===== src/design/assert_macros.svh =====
// Assertion macros shared by the RTL of the range generator.
// No dependencies; files that assert include this header by name.
`ifndef ASSERT_MACROS_SVH
`define ASSERT_MACROS_SVH

// Check a property at every rising clock edge outside reset.
`define XRG_ASSERT(lbl, clk, rst_n, prop, msg) \
  lbl: assert property (@(posedge clk) disable iff (!rst_n) (prop)) else $error(msg);

// Check that a condition holds in the cycle after a trigger.
`define XRG_ASSERT_NEXT(lbl, clk, rst_n, trig, cons, msg) \
  lbl: assert property (@(posedge clk) disable iff (!rst_n) (trig) |=> (cons)) else $error(msg);

`endif


===== src/design/xrg_pkg.sv =====
// Package of the xorshift128+ range generator: widths, codes, state type
// and the generator step. No dependencies.
`timescale 1ns / 1ps
`default_nettype none

package xrg_pkg;

  // Bits of the draw kept in the unit fraction (16 to 32).
  localparam int unsigned FRACTION_BITS = 32;

  localparam int unsigned WordWidth    = 64;
  localparam int unsigned HalfWidth    = 32;
  localparam int unsigned ApbAddrWidth = 4;
  localparam int unsigned ApbDataWidth = 64;
  // Address bit that selects between the two 64-bit seed registers.
  localparam int unsigned RegSelBit    = 3;

  localparam int unsigned ShiftLeft   = 23;
  localparam int unsigned ShiftRightX = 17;
  localparam int unsigned ShiftRightY = 26;

  localparam logic [WordWidth-1:0] SeedLowReset  = 64'd1;
  localparam logic [WordWidth-1:0] SeedHighReset = 64'd2;
  localparam logic [WordWidth-1:0] ZeroSeedFill  = 64'h9E37_79B9_7F4A_7C15;

  localparam logic [HalfWidth-1:0] FracMask = 32'hFFFF_FFFF << (HalfWidth - FRACTION_BITS);

  localparam int unsigned DivSteps     = WordWidth;
  localparam int unsigned MulSteps     = HalfWidth;
  localparam int unsigned StepCntWidth = $clog2(DivSteps);

  typedef enum logic [1:0] {
    CmdRaw        = 2'd0,
    CmdIntRange   = 2'd1,
    CmdUnitFrac   = 2'd2,
    CmdFixedRange = 2'd3
  } cmd_e;

  typedef enum logic [2:0] {
    StIdle,
    StSetup,
    StDivide,
    StMultiply,
    StFinish
  } state_e;

  typedef enum logic {
    RegSeedLow  = 1'b0,
    RegSeedHigh = 1'b1
  } reg_sel_e;

  typedef struct packed {
    logic [WordWidth-1:0] word_a;
    logic [WordWidth-1:0] word_b;
  } rng_state_t;

  // Load both words from the seeds; an all-zero seed takes the fill constant.
  function automatic rng_state_t seed_state(input logic [WordWidth-1:0] seed_lo,
                                            input logic [WordWidth-1:0] seed_hi);
    rng_state_t s;
    if ((seed_lo == '0) && (seed_hi == '0)) begin
      s.word_a = ZeroSeedFill;
      s.word_b = ZeroSeedFill;
    end else begin
      s.word_a = seed_lo;
      s.word_b = seed_hi;
    end
    return s;
  endfunction

  // One xorshift128+ state step.
  function automatic rng_state_t advance(input rng_state_t cur);
    rng_state_t           nxt;
    logic [WordWidth-1:0] x;
    x          = cur.word_a ^ (cur.word_a << ShiftLeft);
    nxt.word_a = cur.word_b;
    nxt.word_b = x ^ cur.word_b ^ (x >> ShiftRightX) ^ (cur.word_b >> ShiftRightY);
    return nxt;
  endfunction

endpackage

`default_nettype wire


===== src/design/xrg_req_if.sv =====
// Request channel of the range generator: command and bounds.
// Depends on xrg_pkg.
`timescale 1ns / 1ps
`default_nettype none

interface xrg_req_if;
  import xrg_pkg::*;

  logic               valid;
  logic               ready;
  cmd_e               cmd;
  logic signed [31:0] range_low;
  logic signed [31:0] range_high;

  modport source (output valid, cmd, range_low, range_high, input ready);
  modport sink   (input valid, cmd, range_low, range_high, output ready);
endinterface

`default_nettype wire


===== src/design/xrg_rsp_if.sv =====
// Result channel of the range generator: draw, ranged value, fraction, flag.
// Depends on xrg_pkg.
`timescale 1ns / 1ps
`default_nettype none

interface xrg_rsp_if;
  import xrg_pkg::*;

  logic                 valid;
  logic                 ready;
  logic [WordWidth-1:0] raw_value;
  logic signed [31:0]   scaled_value;
  logic [HalfWidth-1:0] unit_fraction;
  logic                 span_error;

  modport source (output valid, raw_value, scaled_value, unit_fraction, span_error,
                  input ready);
  modport sink   (input valid, raw_value, scaled_value, unit_fraction, span_error,
                  output ready);
endinterface

`default_nettype wire


===== src/design/xorshift128p_range_generator_top.sv =====
// xorshift128+ range generator (shifts 23, 17, 26). Each accepted request makes
// one draw, raw = new word_b + old word_b, and returns one result transaction
// with the raw draw, the top FRACTION_BITS bits as a Q0.32 fraction, and a
// ranged value picked by cmd: integer range low + raw mod (high-low+1) with a
// span error flag when that span wraps to zero, or fixed range
// low + frac*(high-low) on Q16.16 bounds. Raw and fraction draws and a zero span
// go from setup straight to the finish step; a fixed range first runs a
// bit-serial 32-step shift-add multiplier, and an integer range a 64-step
// restoring divider that retires one remainder bit per cycle. One request is
// in work at a time; the finished result sits in an output register, so a new
// request is taken while the previous result still waits. Seeds live in two
// 64-bit APB registers at byte addresses 0 and 8; writing either reloads both
// state words (an all-zero seed loads a fixed nonzero constant). Write seeds
// only while the block is idle.
// Depends on xrg_pkg, xrg_req_if, xrg_rsp_if and assert_macros.svh.
`timescale 1ns / 1ps
`default_nettype none
`include "assert_macros.svh"

module xorshift128p_range_generator_top (
  input  logic                              clk_i,
  input  logic                              rst_ni,
  xrg_req_if.sink                           req_i,
  xrg_rsp_if.source                         rsp_o,
  input  logic                              psel,
  input  logic                              penable,
  input  logic                              pwrite,
  input  logic [xrg_pkg::ApbAddrWidth-1:0]  paddr,
  input  logic [xrg_pkg::ApbDataWidth-1:0]  pwdata,
  output logic [xrg_pkg::ApbDataWidth-1:0]  prdata,
  output logic                              pready
);
  import xrg_pkg::*;

  // Configuration registers and generator state
  logic [WordWidth-1:0] seed_low_q, seed_low_d;
  logic [WordWidth-1:0] seed_high_q, seed_high_d;
  rng_state_t           rng_q, rng_d;
  logic                 cfg_write;
  reg_sel_e             reg_sel;

  // Control
  state_e                  state_q, state_d;
  logic [StepCntWidth-1:0] cnt_q, cnt_d;
  logic                    req_accept;
  logic                    out_load;

  // Working registers of one transaction
  cmd_e                 cmd_q;
  logic signed [31:0]   lo_q, hi_q;
  logic [WordWidth-1:0] raw_q, raw_d;
  logic [WordWidth-1:0] span_q;
  logic                 span_zero_q;
  logic [WordWidth-1:0] dvd_q;
  logic [WordWidth-1:0] rem_q;
  logic [HalfWidth-1:0] mag_q;
  logic                 neg_q;
  logic [HalfWidth-1:0] mplr_q;
  logic [WordWidth-1:0] acc_q;
  rng_state_t           rng_next;

  // Datapath terms
  logic [WordWidth:0]   div_shift;
  logic [WordWidth:0]   div_diff;
  logic [HalfWidth:0]   mul_sum;
  logic                 span_zero_d;
  logic [HalfWidth-1:0] frac_d;
  logic [31:0]          scaled_d;

  // Output register
  logic                 rsp_valid_q;
  logic [WordWidth-1:0] rsp_raw_q;
  logic [31:0]          rsp_scaled_q;
  logic [HalfWidth-1:0] rsp_frac_q;
  logic                 rsp_err_q;

  // ---------------------------------------------------------------------------
  // APB seed registers: zero wait states, bit 3 of paddr selects the register.
  // ---------------------------------------------------------------------------
  assign pready    = 1'b1;
  assign cfg_write = psel && penable && pwrite && pready;
  assign reg_sel   = reg_sel_e'(paddr[RegSelBit]);

  always_comb begin
    unique case (reg_sel)
      RegSeedLow:  prdata = seed_low_q;
      RegSeedHigh: prdata = seed_high_q;
      default:     prdata = '0;
    endcase
  end

  // Next seeds and state words: a seed write reloads both words from the
  // updated seed pair, an accepted request advances the generator one step.
  assign rng_next = advance(rng_q);
  assign raw_d    = rng_next.word_b + rng_q.word_b;

  always_comb begin
    seed_low_d  = seed_low_q;
    seed_high_d = seed_high_q;
    rng_d       = rng_q;
    if (cfg_write) begin
      if (reg_sel == RegSeedLow) begin
        seed_low_d = pwdata;
      end else begin
        seed_high_d = pwdata;
      end
      rng_d = seed_state(seed_low_d, seed_high_d);
    end else if (req_accept) begin
      rng_d = rng_next;
    end
  end

  always_ff @(posedge clk_i or negedge rst_ni) begin
    if (!rst_ni) begin
      seed_low_q  <= SeedLowReset;
      seed_high_q <= SeedHighReset;
      rng_q       <= seed_state(SeedLowReset, SeedHighReset);
    end else begin
      seed_low_q  <= seed_low_d;
      seed_high_q <= seed_high_d;
      rng_q       <= rng_d;
    end
  end

  // ---------------------------------------------------------------------------
  // Sequencer
  // ---------------------------------------------------------------------------
  // Zero span: high - low + 1 wraps to zero only when high + 1 equals low.
  assign span_zero_d = ({hi_q[31], hi_q} + 33'd1) == {lo_q[31], lo_q};

  always_comb begin
    state_d = state_q;
    unique case (state_q)
      StIdle: begin
        if (req_i.valid) state_d = StSetup;
      end
      StSetup: begin
        case (cmd_q) inside
          CmdIntRange:          state_d = span_zero_d ? StFinish : StDivide;
          CmdFixedRange:        state_d = StMultiply;
          CmdRaw, CmdUnitFrac:  state_d = StFinish;
          default:              state_d = StFinish;
        endcase
      end
      StDivide: begin
        if (cnt_q == StepCntWidth'(DivSteps - 1)) state_d = StFinish;
      end
      StMultiply: begin
        if (cnt_q == StepCntWidth'(MulSteps - 1)) state_d = StFinish;
      end
      StFinish: begin
        if (!rsp_valid_q || rsp_o.ready) state_d = StIdle;
      end
      default: state_d = StIdle;
    endcase
  end

  always_comb begin
    req_i.ready = 1'b0;
    out_load    = 1'b0;
    cnt_d       = cnt_q;
    unique case (state_q)
      StIdle:     req_i.ready = 1'b1;
      StSetup:    cnt_d = '0;
      StDivide:   cnt_d = cnt_q + 1'b1;
      StMultiply: cnt_d = cnt_q + 1'b1;
      StFinish:   out_load = !rsp_valid_q || rsp_o.ready;
      default:    cnt_d = '0;
    endcase
  end

  assign req_accept = req_i.valid && req_i.ready;

  always_ff @(posedge clk_i or negedge rst_ni) begin
    if (!rst_ni) begin
      state_q <= StIdle;
      cnt_q   <= '0;
    end else begin
      state_q <= state_d;
      cnt_q   <= cnt_d;
    end
  end

  // ---------------------------------------------------------------------------
  // Serial datapath
  // ---------------------------------------------------------------------------
  // Restoring division: shift one dividend bit into the remainder per cycle,
  // subtract the span whenever it fits.
  assign div_shift = {rem_q, dvd_q[WordWidth-1]};
  assign div_diff  = div_shift - {1'b0, span_q};

  // Shift-add multiply, multiplier LSB first; the product settles in acc_q.
  assign mul_sum = {1'b0, acc_q[WordWidth-1:HalfWidth]}
                 + {1'b0, (mplr_q[0] ? mag_q : {HalfWidth{1'b0}})};

  assign frac_d = raw_q[WordWidth-1:HalfWidth] & FracMask;

  always_ff @(posedge clk_i) begin
    if (req_accept) begin
      cmd_q <= req_i.cmd;
      lo_q  <= req_i.range_low;
      hi_q  <= req_i.range_high;
      raw_q <= raw_d;
    end
    unique case (state_q)
      StSetup: begin
        span_q      <= {{32{hi_q[31]}}, hi_q} - {{32{lo_q[31]}}, lo_q} + 64'd1;
        span_zero_q <= span_zero_d;
        dvd_q       <= raw_q;
        rem_q       <= '0;
        // Magnitude of high - low always fits 32 bits.
        neg_q       <= hi_q < lo_q;
        mag_q       <= (hi_q < lo_q) ? HalfWidth'(lo_q - hi_q) : HalfWidth'(hi_q - lo_q);
        mplr_q      <= frac_d;
        acc_q       <= '0;
      end
      StDivide: begin
        rem_q <= div_diff[WordWidth] ? div_shift[WordWidth-1:0] : div_diff[WordWidth-1:0];
        dvd_q <= {dvd_q[WordWidth-2:0], 1'b0};
      end
      StMultiply: begin
        acc_q  <= {mul_sum, acc_q[HalfWidth-1:1]};
        mplr_q <= {1'b0, mplr_q[HalfWidth-1:1]};
      end
      default: begin
        acc_q <= acc_q;
      end
    endcase
  end

  // Ranged value: a negative difference rounds the scaled step toward minus
  // infinity, so subtract the ceiling of the product's upper half.
  always_comb begin
    case (cmd_q) inside
      CmdIntRange: begin
        scaled_d = span_zero_q ? lo_q : lo_q + rem_q[31:0];
      end
      CmdFixedRange: begin
        scaled_d = neg_q ? lo_q - acc_q[WordWidth-1:HalfWidth]
                           - {{(HalfWidth-1){1'b0}}, |acc_q[HalfWidth-1:0]}
                         : lo_q + acc_q[WordWidth-1:HalfWidth];
      end
      CmdRaw, CmdUnitFrac: begin
        scaled_d = '0;
      end
      default: begin
        scaled_d = '0;
      end
    endcase
  end

  // ---------------------------------------------------------------------------
  // Output register: hold the result until the sink takes the transaction.
  // ---------------------------------------------------------------------------
  always_ff @(posedge clk_i or negedge rst_ni) begin
    if (!rst_ni) begin
      rsp_valid_q <= 1'b0;
    end else if (out_load) begin
      rsp_valid_q <= 1'b1;
    end else if (rsp_o.ready) begin
      rsp_valid_q <= 1'b0;
    end
  end

  always_ff @(posedge clk_i) begin
    if (out_load) begin
      rsp_raw_q    <= raw_q;
      rsp_scaled_q <= scaled_d;
      rsp_frac_q   <= frac_d;
      rsp_err_q    <= (cmd_q == CmdIntRange) && span_zero_q;
    end
  end

  assign rsp_o.valid         = rsp_valid_q;
  assign rsp_o.raw_value     = rsp_raw_q;
  assign rsp_o.scaled_value  = rsp_scaled_q;
  assign rsp_o.unit_fraction = rsp_frac_q;
  assign rsp_o.span_error    = rsp_err_q;

  // ---------------------------------------------------------------------------
  // Assertions
  // ---------------------------------------------------------------------------
  `XRG_ASSERT(a_state_nonzero, clk_i, rst_ni,
    (rng_q.word_a != '0) || (rng_q.word_b != '0), "generator state went all zero")
  `XRG_ASSERT(a_rem_below_span, clk_i, rst_ni,
    (state_q == StDivide) |-> (rem_q < span_q), "remainder not below span")
  `XRG_ASSERT_NEXT(a_accept_setup, clk_i, rst_ni,
    req_accept, (state_q == StSetup), "accepted request did not start setup")
  `XRG_ASSERT_NEXT(a_load_result, clk_i, rst_ni,
    out_load, (rsp_valid_q && (state_q == StIdle)), "finished result not held")

endmodule

`default_nettype wire


===== src/flat_wrapper.sv =====
// flat-port wrapper written by rule: the top's interface ports become plain ports
module xorshift128p_range_generator_top_flat import xrg_pkg::*;
  (clk_i, rst_ni, psel, penable, pwrite, paddr, pwdata, prdata, pready, req_i_valid, req_i_cmd, req_i_range_low, req_i_range_high, req_i_ready, rsp_o_valid, rsp_o_raw_value, rsp_o_scaled_value, rsp_o_unit_fraction, rsp_o_span_error, rsp_o_ready);
  xrg_req_if req_i_i ();
  xrg_rsp_if rsp_o_i ();
  input  logic clk_i;
  input  logic rst_ni;
  input  logic psel;
  input  logic penable;
  input  logic pwrite;
  input  logic [xrg_pkg::ApbAddrWidth-1:0] paddr;
  input  logic [xrg_pkg::ApbDataWidth-1:0] pwdata;
  output logic [xrg_pkg::ApbDataWidth-1:0] prdata;
  output logic pready;
  input wire logic [$bits(req_i_i.valid)-1:0] req_i_valid;
  input wire logic [$bits(req_i_i.cmd)-1:0] req_i_cmd;
  input wire logic [$bits(req_i_i.range_low)-1:0] req_i_range_low;
  input wire logic [$bits(req_i_i.range_high)-1:0] req_i_range_high;
  output wire logic [$bits(req_i_i.ready)-1:0] req_i_ready;
  output wire logic [$bits(rsp_o_i.valid)-1:0] rsp_o_valid;
  output wire logic [$bits(rsp_o_i.raw_value)-1:0] rsp_o_raw_value;
  output wire logic [$bits(rsp_o_i.scaled_value)-1:0] rsp_o_scaled_value;
  output wire logic [$bits(rsp_o_i.unit_fraction)-1:0] rsp_o_unit_fraction;
  output wire logic [$bits(rsp_o_i.span_error)-1:0] rsp_o_span_error;
  input wire logic [$bits(rsp_o_i.ready)-1:0] rsp_o_ready;
  assign req_i_i.valid = req_i_valid;
  assign req_i_i.cmd = req_i_cmd;
  assign req_i_i.range_low = req_i_range_low;
  assign req_i_i.range_high = req_i_range_high;
  assign req_i_ready = req_i_i.ready;
  assign rsp_o_valid = rsp_o_i.valid;
  assign rsp_o_raw_value = rsp_o_i.raw_value;
  assign rsp_o_scaled_value = rsp_o_i.scaled_value;
  assign rsp_o_unit_fraction = rsp_o_i.unit_fraction;
  assign rsp_o_span_error = rsp_o_i.span_error;
  assign rsp_o_i.ready = rsp_o_ready;
  xorshift128p_range_generator_top u_core (.clk_i(clk_i), .rst_ni(rst_ni), .req_i(req_i_i), .rsp_o(rsp_o_i), .psel(psel), .penable(penable), .pwrite(pwrite), .paddr(paddr), .pwdata(pwdata), .prdata(prdata), .pready(pready));
endmodule

===== config.mk =====
export PLATFORM = sky130hd
export DESIGN_NAME = xorshift128p_range_generator_top_flat
export DESIGN_NICKNAME = d
export VERILOG_FILES = /design/src/design/xrg_pkg.sv /design/src/design/xrg_req_if.sv /design/src/design/xrg_rsp_if.sv /design/src/design/xorshift128p_range_generator_top.sv /design/src/flat_wrapper.sv
export VERILOG_INCLUDE_DIRS = /design/src /design/src/design
export SDC_FILE = /design/constraint.sdc
export NUM_CORES = 2
export LEC_CHECK = 0
export ABC_AREA = 1
export ABC_CLOCK_PERIOD_IN_PS = 30400
export BUFFER_PORTS_ARGS = -buffer_cell sky130_fd_sc_hd__buf_2
export CAP_MARGIN = 0
export CORE_ASPECT_RATIO = 1.5
export CORE_MARGIN = 2
export CORE_UTILIZATION = 35
export CTS_CLUSTER_DIAMETER = 30
export DETAILED_ROUTE_END_ITERATION = 6
export SLEW_MARGIN = 20
export SYNTH_ARGS = -nofsm -noshare
export SYNTH_HDL_FRONTEND = slang
export SYNTH_SLANG_ARGS = --single-unit

===== constraint.sdc =====
create_clock -name clk_i -period 30.4 [get_ports clk_i]
set_clock_uncertainty 0.05 [all_clocks]
set_input_delay 4.56 -clock clk_i [delete_from_list [all_inputs] [get_ports clk_i]]
set_output_delay 4.56 -clock clk_i [all_outputs]
set_load 0.05 [all_outputs]

== Word-level counts from Yosys, hierarchy flattened ==
Index checks and enable logic that the tools add are counted.
Widths: inputs -> output; s select.

* Equality and inequality tests: 13
* Bitwise operators: 5
* $add $sub $neg: 13
* $lt $le $gt $ge: 1
* Multiplexer cells: 32
* Reduce and logical (&&, ||, !) cells: 18

{| class="wikitable"
|+ Operators with widths
! operator !! number
|-
| $pmux 64 s2 || 4
|-
| $mux 128 || 3
|-
| $mux 64 || 5
|-
| $mux 32 || 6
|-
| $logic_not 64->1 || 2
|-
| $xor 64x64->64 || 2
|-
| $sub 32x32->32 || 3
|-
| $sub 65x64->65 || 1
|-
| $add 32x32->32 || 2
|-
| $add 64x1->64 const B || 1
|-
| $add 64x64->64 || 1
|-
| $pmux 32 s2 || 1
|-
| $xor 64x38->64 || 1
|-
| $xor 64x47->64 || 1
|-
| $add 32x2->33 const B || 1
|-
| $add 32x32->33 || 1
|-
| $eq 33x33->1 || 1
|-
| $sub 32x32->33 || 1
|-
| $lt 32x32->1 || 1
|-
| $reduce_or 32->1 || 1
|-
| $sub 32x1->32 || 1
|-
| $mux 3 || 7
|-
| $pmux 3 s5 || 1
|-
| $pmux 6 s2 || 1
|-
| other kinds (19) || 33
|}

* Output and inout bits: 196
* Logic and storage cells: 105
* Bits of input ports: 141
* Register bits after elaboration: 847

== Logic depth before layout (Yosys ltp) ==
* Word-level depth: 7
* Gate-level depth with buffers: 23

== Worst setup path before layout ==
No wires, ideal clock.

* Path kind: register to register
* Start: register u_core.state_q[1]
* End: register u_core.dvd_q[0] (enable)
* Period minus slack after synthesis: 11,516 ps
* Library setup time: 491 ps
* Data arrival time: 10,974 ps
* Setup slack: 18,884 ps
* Buffers on the path: 0
* Cell stages (with the launch flop): 4
* Path through: dfrtp_1 -> nor3_1 -> inv_1 -> nand2_1

* Cells in the longest elaborated chain, start to end: 2
* Elaborated cells between the ends (all ways): 3
* Those cells by class: eq/ne: 2; reduce/logical: 1

{| class="wikitable"
|+ RTL lines
! item !! line !! text
|-
| from (decl) || xorshift128p_range_generator_top.sv:43 || <nowiki>state_e state_q, state_d;</nowiki>
|-
| from (signal assigned) || xorshift128p_range_generator_top.sv:176 || <nowiki>state_q <= StIdle;</nowiki>
|-
| from (signal assigned) || xorshift128p_range_generator_top.sv:179 || <nowiki>state_q <= state_d;</nowiki>
|-
| $eq 3x2->1 / $eq 3x1->1 (equally long branches) || xorshift128p_range_generator_top.sv:205 || <nowiki>unique case (state_q)</nowiki>
|-
| $reduce_bool 2->1 (no line) * || -- ||
|-
| to (signal assigned) || xorshift128p_range_generator_top.sv:209 || <nowiki>dvd_q <= raw_q;</nowiki>
|-
| to (signal assigned) || xorshift128p_range_generator_top.sv:219 || <nowiki>dvd_q <= {dvd_q[WordWidth-2:0], 1'b0};</nowiki>
|-
| to (decl) || xorshift128p_range_generator_top.sv:54 || <nowiki>logic [WordWidth-1:0] dvd_q;</nowiki>
|}

Mark *: on every way between the ends. The rest lies on a longest branch, timed or not.
A chain may end at the register's enable or synchronous reset.

== Final worst setup path ==
* Start: input port paddr[3] (netlist name)
* End: output port prdata[59] (netlist name)

* Cells in the longest elaborated chain, start to end: 2

{| class="wikitable"
|+ RTL lines
! item !! line !! text
|-
| from (decl) || flat_wrapper.sv:11 || <nowiki>input logic [xrg_pkg::ApbAddrWidth-1:0] paddr;</nowiki>
|-
| $not 1->1 || xorshift128p_range_generator_top.sv:85 || <nowiki>unique case (reg_sel)</nowiki>
|-
| $pmux 64 s2 * || xorshift128p_range_generator_top.sv:85 ||
|-
| to (decl) || flat_wrapper.sv:13 || <nowiki>output logic [xrg_pkg::ApbDataWidth-1:0] prdata;</nowiki>
|}

Marks and branches as above.

==> flow_summary.toml <==
[cells_and_area]
register_area_mm2 = 0.02315
fillCellCount = 17077
nets = 8354
multi_input_area_mm2 = 0.03004
syn_to_final_growth_pct = 16.79
drive_above_1_share_pct = 10.18

[clocking]
hold_buffers = 0
cts_tree = "built"
cts-buffers-inserted = 167
insertion_delay_ns = 0.84
cts_sinks = 815
cts_root_buffer = "clkbuf_16"
cts_resized = 0
htreeDepth = 4
path_clk_slew_ns = 0.05
clock_path_buffers = 3
post_cts_buffers = 0

[detailed_routing]
remaining_drc_errors = 0
via_count = 53604
drtAntennaViolNets = 0
wirelength_mm = 250.8
viasPerCell = 5.239
wl_per_cell_um = 24.51
firstDrtPassIters = 6
drt-initial-drc-count = 4353

[sta]
fin_tns_setup_ns = 0
hold_viol = 0
rsz0062_at_grt = "false"
worstMarginPinSlew_ns = 1.122
relSlewSlack_pct = 24.38
layout_min_cycle_time_ns = 11.26
worst_slack_ns = 19.14
drv_slew = 0
clock.fmax_ghz = 0.08878
post-route-period-util_pct = 37.05
finalSetupViolCount = 0

[die]
io_pins = 337
coreArea_mm2 = 0.1653
die_x_um = 336.5
die_area_mm2 = 0.1692
start_util_pct = 35.11
core.rowCount = 183
die_y_um = 502.7

[synthesis]
syn_inst = 7545
synth_top_cell_by_area = "edfxtp_1"
synthesis.area_mm2 = 0.05804
ys_seq_elements = 815
synth-main-ff-cell = "edfxtp_1"
synth.top_cell.area_share_pct = 28.41
synth-seq-area-share_pct = 39.88
synth_edf_count = 549
async_reset_ff_share_pct = 32.64
synth_common_cells = "1,638 x nand2_1, 965 x inv_1, 823 x o21ai_0"
synth.distinct_cells = 75
yosysMostFrequentCell = "nand2_1"
synth_fp_nets = 8042
synth_area_leaders = "edfxtp_1 28%, dfrtp_1 11%, nand2_1 11%"
avgSynthCellArea_um2 = 7.692
yosysWarnings = 0

[grt]
grtUsageTotal_pct = 29.23
met1_usage_pct = 30.62
grt_util_met2_pct = 50.80
overflow = 0
busiest_layer = "met2"
grt_max_degree = 156
grt_pass1_vias = 52612
grt_util_met3_pct = 3.992
grt_pass1_wl_mm = 354.7
antenna_found_initial = 22

[place]
place_ws_ns = 19.20
io_buffers = 332
place.gp.congestion = 1.026
hpwl_mm = 201.9

[worst_setup_path]
required_ns = 25.79
crit_fanout = 155
critical_path_arrival_ns = 6.65
crit_type = "primary input to primary output"
cp-start-kind = "primary input"
cp-end-kind = "primary output"

[status]
status = "complete, no violations"

[job]
max_cap_violations = 0

[hold_path]
hold_path.class = "flip-flop to flip-flop"
-- cell families (layout without fill, tap and decap cells) --
logic type | Yosys count | in the layout | share of synthesized area [%]
and+or+nand+nor | 2931 | 2931 | 20.55
AOI/OAI and AO/OA | 1756 | 1756 | 16.51
buffers and inverters | 1247 | 1705 | 8.492
DFF | 815 | 815 | 39.88
xor gates and xnor gates | 432 | 432 | 6.649
adders and majority gates | 356 | 356 | 7.791
muxes | 7 | 7 | 0.1207
other | 1 | 9 | 0.006461
-- metrics by stage --
stage	util (%)	instances	hold slack, ns	area, um^2
2_1_floorplan	-	7545	0.3764	58040
3_3_place_gp	37.40	9907	0.3831	61830
3_5_place_dp	37.40	9907	0.3817	61830
4_1_cts	40.97	10222	0.3909	67740
5_1_grt	41.00	10226	0.4030	67770
6_report	41.00	10231	0.3934	67790
-- state kept, by name, summed over array words and instances, names as in the netlist, 2 cells and up --
register / cells
u_core.lo_q: 32
u_core.rsp_o.raw_value: 32
u_core.mplr_q: 32
u_core.rsp_o.scaled_value: 32
u_core.hi_q: 32
u_core.cnt_q: 6
u_core.mag_q: 32
u_core.cmd_q: 2
u_core.rng_q: 64
u_core.rng_next: 64
u_core.seed_high_q: 64
u_core.rem_q: 64
u_core.dvd_q: 64
u_core.raw_q: 64
u_core.acc_q: 64
u_core.state_q: 3
u_core.seed_low_q: 64
u_core.rsp_o.unit_fraction: 32
u_core.span_q: 64
-- cell usage in the layout (no fill, tap or decap), drive strengths merged, types with 21 or more instances in the layout --
| cell type | synthesis | final |
|---|---|---|
| o21ai | 843 | 843 |
| nand3 | 255 | 255 |
| clkbuf | 130 | 191 |
| nor4 | 37 | 37 |
| dfrtp | 262 | 262 |
| buf | 114 | 387 |
| a21o | 74 | 74 |
| nand4 | 48 | 48 |
| inv | 997 | 1027 |
| clkinv | 6 | 72 |
| a31oi | 52 | 52 |
| xnor2 | 164 | 164 |
| or2 | 31 | 31 |
| o21a | 35 | 35 |
| nor3 | 54 | 54 |
| a21oi | 608 | 608 |
| o21bai | 29 | 29 |
| o211ai | 32 | 32 |
| xor2 | 268 | 268 |
| ha | 347 | 347 |
| a21boi | 21 | 21 |
| nand2 | 1654 | 1654 |
| nor2 | 823 | 823 |
| edfxtp | 549 | 549 |
-- worst max-delay path, cell delays in order --
cell and delay [ns]:
buf_8 0.54, buf_4 0.84, nand2_1 0.12, o21ai_0 0.14, buf_2 0.35
-- final cells by class --
| class | count | area share [%] |
|---|---|---|
| clock buffer | 191 | 6.420 |
| multi-input combinational | 5483 | 44.32 |
| antenna | 8 | 0.02953 |
| timing repair buffer | 387 | 3.138 |
| clock inverter | 124 | 2.289 |
| tap | 2220 | 4.098 |
| inverter | 1003 | 5.558 |
| sequential | 815 | 34.15 |
-- final timing paths --
kind	startpoint	endpoint	cells past startpoint	slack (ns)
max in group asynchronous	rst_ni	u_core.seed_low_q[2]$_DFFE_PN0P_	3	24.98
setup / recovery	paddr[3]	prdata[59]	5	19.14
hold / removal	u_core.raw_q[35]$_DFFE_PP_	u_core.rsp_o.unit_fraction[3]$_DFFE_PP_	0	0.39
min in group asynchronous	rst_ni	u_core.seed_low_q[60]$_DFFE_PN0P_	1	3.60
hold reg to reg	u_core.raw_q[35]$_DFFE_PP_	u_core.rsp_o.unit_fraction[3]$_DFFE_PP_	0	0.39
setup reg to reg	u_core.acc_q[21]$_SDFFCE_PN0P_	u_core.rsp_o.scaled_value[30]$_DFFE_PP_	19	24.73
-- layer usage --
layer	share of wire [%]	routed length [um]
met1	36	89710
met2	49	122100
met3	4.7	11790
met4	11	27100
met5	0.0084	21
Power is not shown: default switching activity piles up to over one toggle a cycle in this logic, so the estimate is an artifact.
